<file path="config.mk">
export PLATFORM = sky130hd
export DESIGN_NAME = cpi_cell
export DESIGN_NICKNAME = d
export VERILOG_FILES = /design/src/rtl/cpi_pkg.sv /design/src/rtl/cpi_cell.sv
export SDC_FILE = /design/constraint.sdc
export NUM_CORES = 1
export LEC_CHECK = 0
export ABC_AREA = 1
export CAP_MARGIN = 30
export CORE_MARGIN = 2
export CORE_UTILIZATION = 40
export DETAILED_ROUTE_END_ITERATION = 8
export DONT_BUFFER_PORTS = 1
export PLACE_DENSITY = 0.57
export SYNTH_ARGS = -nofsm -noshare
export SYNTH_HDL_FRONTEND = slang
export SYNTH_SLANG_ARGS = --single-unit
</file>
<file path="constraint.sdc">
create_clock -name clk -period 2.2 [get_ports clk]
set_input_delay 0.22 -clock clk [delete_from_list [all_inputs] [get_ports clk]]
set_output_delay 0.22 -clock clk [all_outputs]
set_load 0.05 [all_outputs]
</file>
<file path="src/rtl/cpi_pkg.sv">
`default_nettype none

package cpi_pkg;

  localparam int IDX_W = 8;
  localparam int CNT_W = 9;
  localparam int RGB_W = 24;

  localparam logic CMD_MERGE  = 1'b0;
  localparam logic CMD_LOOKUP = 1'b1;

  localparam logic [1:0] ST_FOUND     = 2'd0;
  localparam logic [1:0] ST_INSERTED  = 2'd1;
  localparam logic [1:0] ST_NOT_FOUND = 2'd2;
  localparam logic [1:0] ST_OVERFLOW  = 2'd3;

  typedef struct packed {
    logic       command;
    logic [7:0] red;
    logic [7:0] green;
    logic [7:0] blue;
  } item_t;

  typedef struct packed {
    logic [IDX_W-1:0] palette_index;
    logic [1:0]       status;
    logic [CNT_W-1:0] colors_used;
  } result_t;

  // transaction as it travels from cell to cell
  typedef struct packed {
    logic             valid;
    logic             command;
    logic [RGB_W-1:0] rgb;
    logic             hit;
    logic             inserted;
    logic [IDX_W-1:0] index;
  } link_t;

endpackage

`default_nettype wire

</file>
<file path="src/rtl/cpi_cell.sv">
`default_nettype none

module cpi_cell #(
  parameter int POS = 0
) (
  input  wire logic                  clk,
  input  wire logic                  rst,
  input  wire logic [cpi_pkg::CNT_W-1:0] count,
  input  wire cpi_pkg::link_t        prev,
  output cpi_pkg::link_t             next
);

  logic [cpi_pkg::RGB_W-1:0] entry;
  cpi_pkg::link_t            link_next;
  logic                      write_en;

  localparam logic [cpi_pkg::CNT_W-1:0] MY_POS = cpi_pkg::CNT_W'(POS);

  always_comb begin
    link_next = prev;
    write_en  = 1'b0;
    if (prev.valid && !prev.hit) begin
      if ((MY_POS < count) && (entry == prev.rgb)) begin
        link_next.hit   = 1'b1;
        link_next.index = cpi_pkg::IDX_W'(POS);
      end else if ((MY_POS == count) && (prev.command == cpi_pkg::CMD_MERGE)) begin
        // first free slot: claim it
        write_en           = 1'b1;
        link_next.hit      = 1'b1;
        link_next.inserted = 1'b1;
        link_next.index    = cpi_pkg::IDX_W'(POS);
      end
    end
  end

  always_ff @(posedge clk) begin
    if (rst) begin
      next.valid <= 1'b0;
    end else begin
      next.valid <= link_next.valid;
    end
    next.command  <= link_next.command;
    next.rgb      <= link_next.rgb;
    next.hit      <= link_next.hit;
    next.inserted <= link_next.inserted;
    next.index    <= link_next.index;
    if (write_en) begin
      entry <= prev.rgb;
    end
  end

endmodule

`default_nettype wire

</file>
==> flow_summary.ini <==
[layout]
syn2layout_area_growth_pct = 31.0
final_common_cell = dfxtp_1
nets = 253
layout-drive-gt1-share_pct = 8.53
final_cell_mix = dfxtp_1, dlygate4sd3_1, nand2_1
fillers = 403
diodes = 0

[grt]
grt_max_degree = 26
first_global_vias = 1241
grt_pass1_wl_um = 5570
grt-ovfl-total = 0
grt_usage_pct = 14.8
antenna_found_initial = 0

[sta]
fin_crit_ps = 1370
rsz0062_at_grt = false
finClkSkew_ps = 6.27
slew_viol_final = 0
maxSlewHeadroom_pct = 66.4
fmax_mhz = 731
tightest_slew_ps = 503
finalCritPeriodShare_pct = 62.2
holdWs_ps = 29.5
setup-violations-final = 0
tns_ps = 0
hold_viol = 0

[setup_path]
slowest_delay_ps = 390
arrival_ps = 1580
critical_path.max_fanout = 8
critPathRequiredTime_ps = 2410
worstSetupEndpoint = next[4]
critPathKind = reg2reg
crit_path_start = entry[6]
path_cells = xnor2_1 > nand2_1 > nor2_1 > nand2_1 > nor2_1 > nand3_2 > nand2_2 > nor2_1
end_kind = flip-flop
timing.critical_path.mode_cell = nor2_1
r2r_start = entry[6]
rrSetupSlack_ps = 830
reg2reg_to = next[4]
cpMaxStageDelayCell = edfxtp_1
start_kind = flip-flop
reg2reg_depth = 8

[floorplanning]
die_area_um2 = 5400
dieWidth_um = 73.5
die_h_um = 73.5
rows = 25
start_util_pct = 41.1
core-area_um2 = 4690
io_pins = 83

[clock_network]
clk_pin_slew_worst_paths_ps = 60
worstSkewPairLatency_ps = 320
clock_path_buffers = 2
h-tree-depth = 3
cts_made_buffers = 9
post_cts_buffers = 0
cts_tree = yes
cts_root_buf = clkbuf_8
clkSinkCount = 60

[detailed_routing]
ant_nets = 0
first_iter_violations = 65
via_count = 1212
drtPass1Iterations = 4
wl_per_cell_um = 14.0
routed_wl_um = 3710
drc_errors = 0
vias_per_cell = 4.57

[place]
portBuffers = 0
dp_hpwl_um = 2340
place.gp.congestion = 0.684

[synth]
synth_xor_area_share_pct = 8.62
synthDistinctLibCells = 13
synth-simple-area-share_pct = 12.6
synth_nets = 206
muxShareOfSynthArea_pct = 0
ys_seq_area_share_pct = 74.7
syn_inst = 159
synth_adder_area_share_pct = 0
ys_ff_latch = 60
ys_warn_count = 0
syn_area_um2 = 1930
synth_compound_area_share_pct = 0
syn_area_per_cell_um2 = 12.1
synth_top_family_by_area = simple AND/OR/NAND/NOR gates

[flow_run]
maxCapViolations = 0

[power_and_ir_drop]
leakage_uw = 0.00104
p_per_area_nw_per_um2 = 897
ir_worst_vdd_uv = 477

[run_status]
status = complete, no violations

[hold_path]
hold_path_class = in2reg
[stage by stage]
stage | setup WS (ps) | area (µm²) | utilization [%] | total power [µW] | cells
2_1_floorplan | 496 | 1930 | - | 1380 | 159
3_3_place_gp | 651 | 2010 | 42.7 | 1390 | 214
3_5_place_dp | 572 | 2010 | 42.7 | 1400 | 214
4_1_cts | 822 | 2530 | 53.9 | 2300 | 265
5_1_grt | 639 | 2530 | 53.9 | 2370 | 265
6_report | 832 | 2530 | 53.9 | 2270 | 265
[layer usage]
metal / vias to the layer above / GRT usage, % / wire (µm)
li1: 587 / - / -
met1: 552 / 15.7 / 1440
met2: 59 / 23.2 / 1870
met3: 14 / 6.58 / 251
met4: 0 / 10.3 / 151
met5: - / 0 / 0
[kinds of logic after synthesis]
kind of cell / after synthesis
xor gates and xnor gates: 19
buffers and inverters: 21
DFF: 60
and+or+nand+nor: 59
[critical path: cells and delay by family, from the launching register on]
family / cells / cell delay (ps)
AND/OR/NAND/NOR: 7 / 690
XOR/XNOR: 1 / 170
flip-flops: 1 / 390
[where the power goes]
group,internal (µW),switching (µW)
registers,1190,138
clock network,468,375
logic,64.5,33.2
total,1720,546
[state kept, by name (all words and copies together) (netlist names)]
register / cells
entry: 24
next: 36
[cells in the mapped netlist]
cell / count / area share, %
nand2_1: 30 / 5.8
nand3_1: 2 / 0.52
nand2_2: 1 / 0.32
xnor2_1: 19 / 8.6
or3_1: 1 / 0.32
nor2_2: 1 / 0.32
inv_1: 21 / 4.1
nor2_1: 21 / 4.1
or2_2: 1 / 0.32
nand3b_1: 1 / 0.39
dfxtp_1: 36 / 37
nand3_2: 1 / 0.52
edfxtp_1: 24 / 37
[worst min-delay path by stage]
stage	startpoint	to	slack, ps	cells past startpoint
final	prev[35]	next[35]	30	2
after floorplan	prev[10]	next[10]	250	0
after global placement	prev[21]	next[21]	250	0
after detailed placement	prev[13]	next[13]	250	0
after CTS	prev[35]	next[35]	10	2
after global routing	prev[4]	next[4]	20	2
[timing repair]
action | 4_1_cts | 5_1_grt
resized for setup | 0 | 0
endpoints found under the hold margin | 59 | 0
hold buffers | 35 | 0
[cell type report]
type,count,area (µm²),area share (%)
flip-flops and latches,60,1440,57.0
clock inverters,2,10.0,0.396
inverters,21,78.8,3.12
multi-input cells,78,410,16.2
repair buffers,36,358,14.2
well taps,54,67.6,2.67
clock buffers,14,163,6.43
No activity file was read; power rests on OpenSTA's default activity.
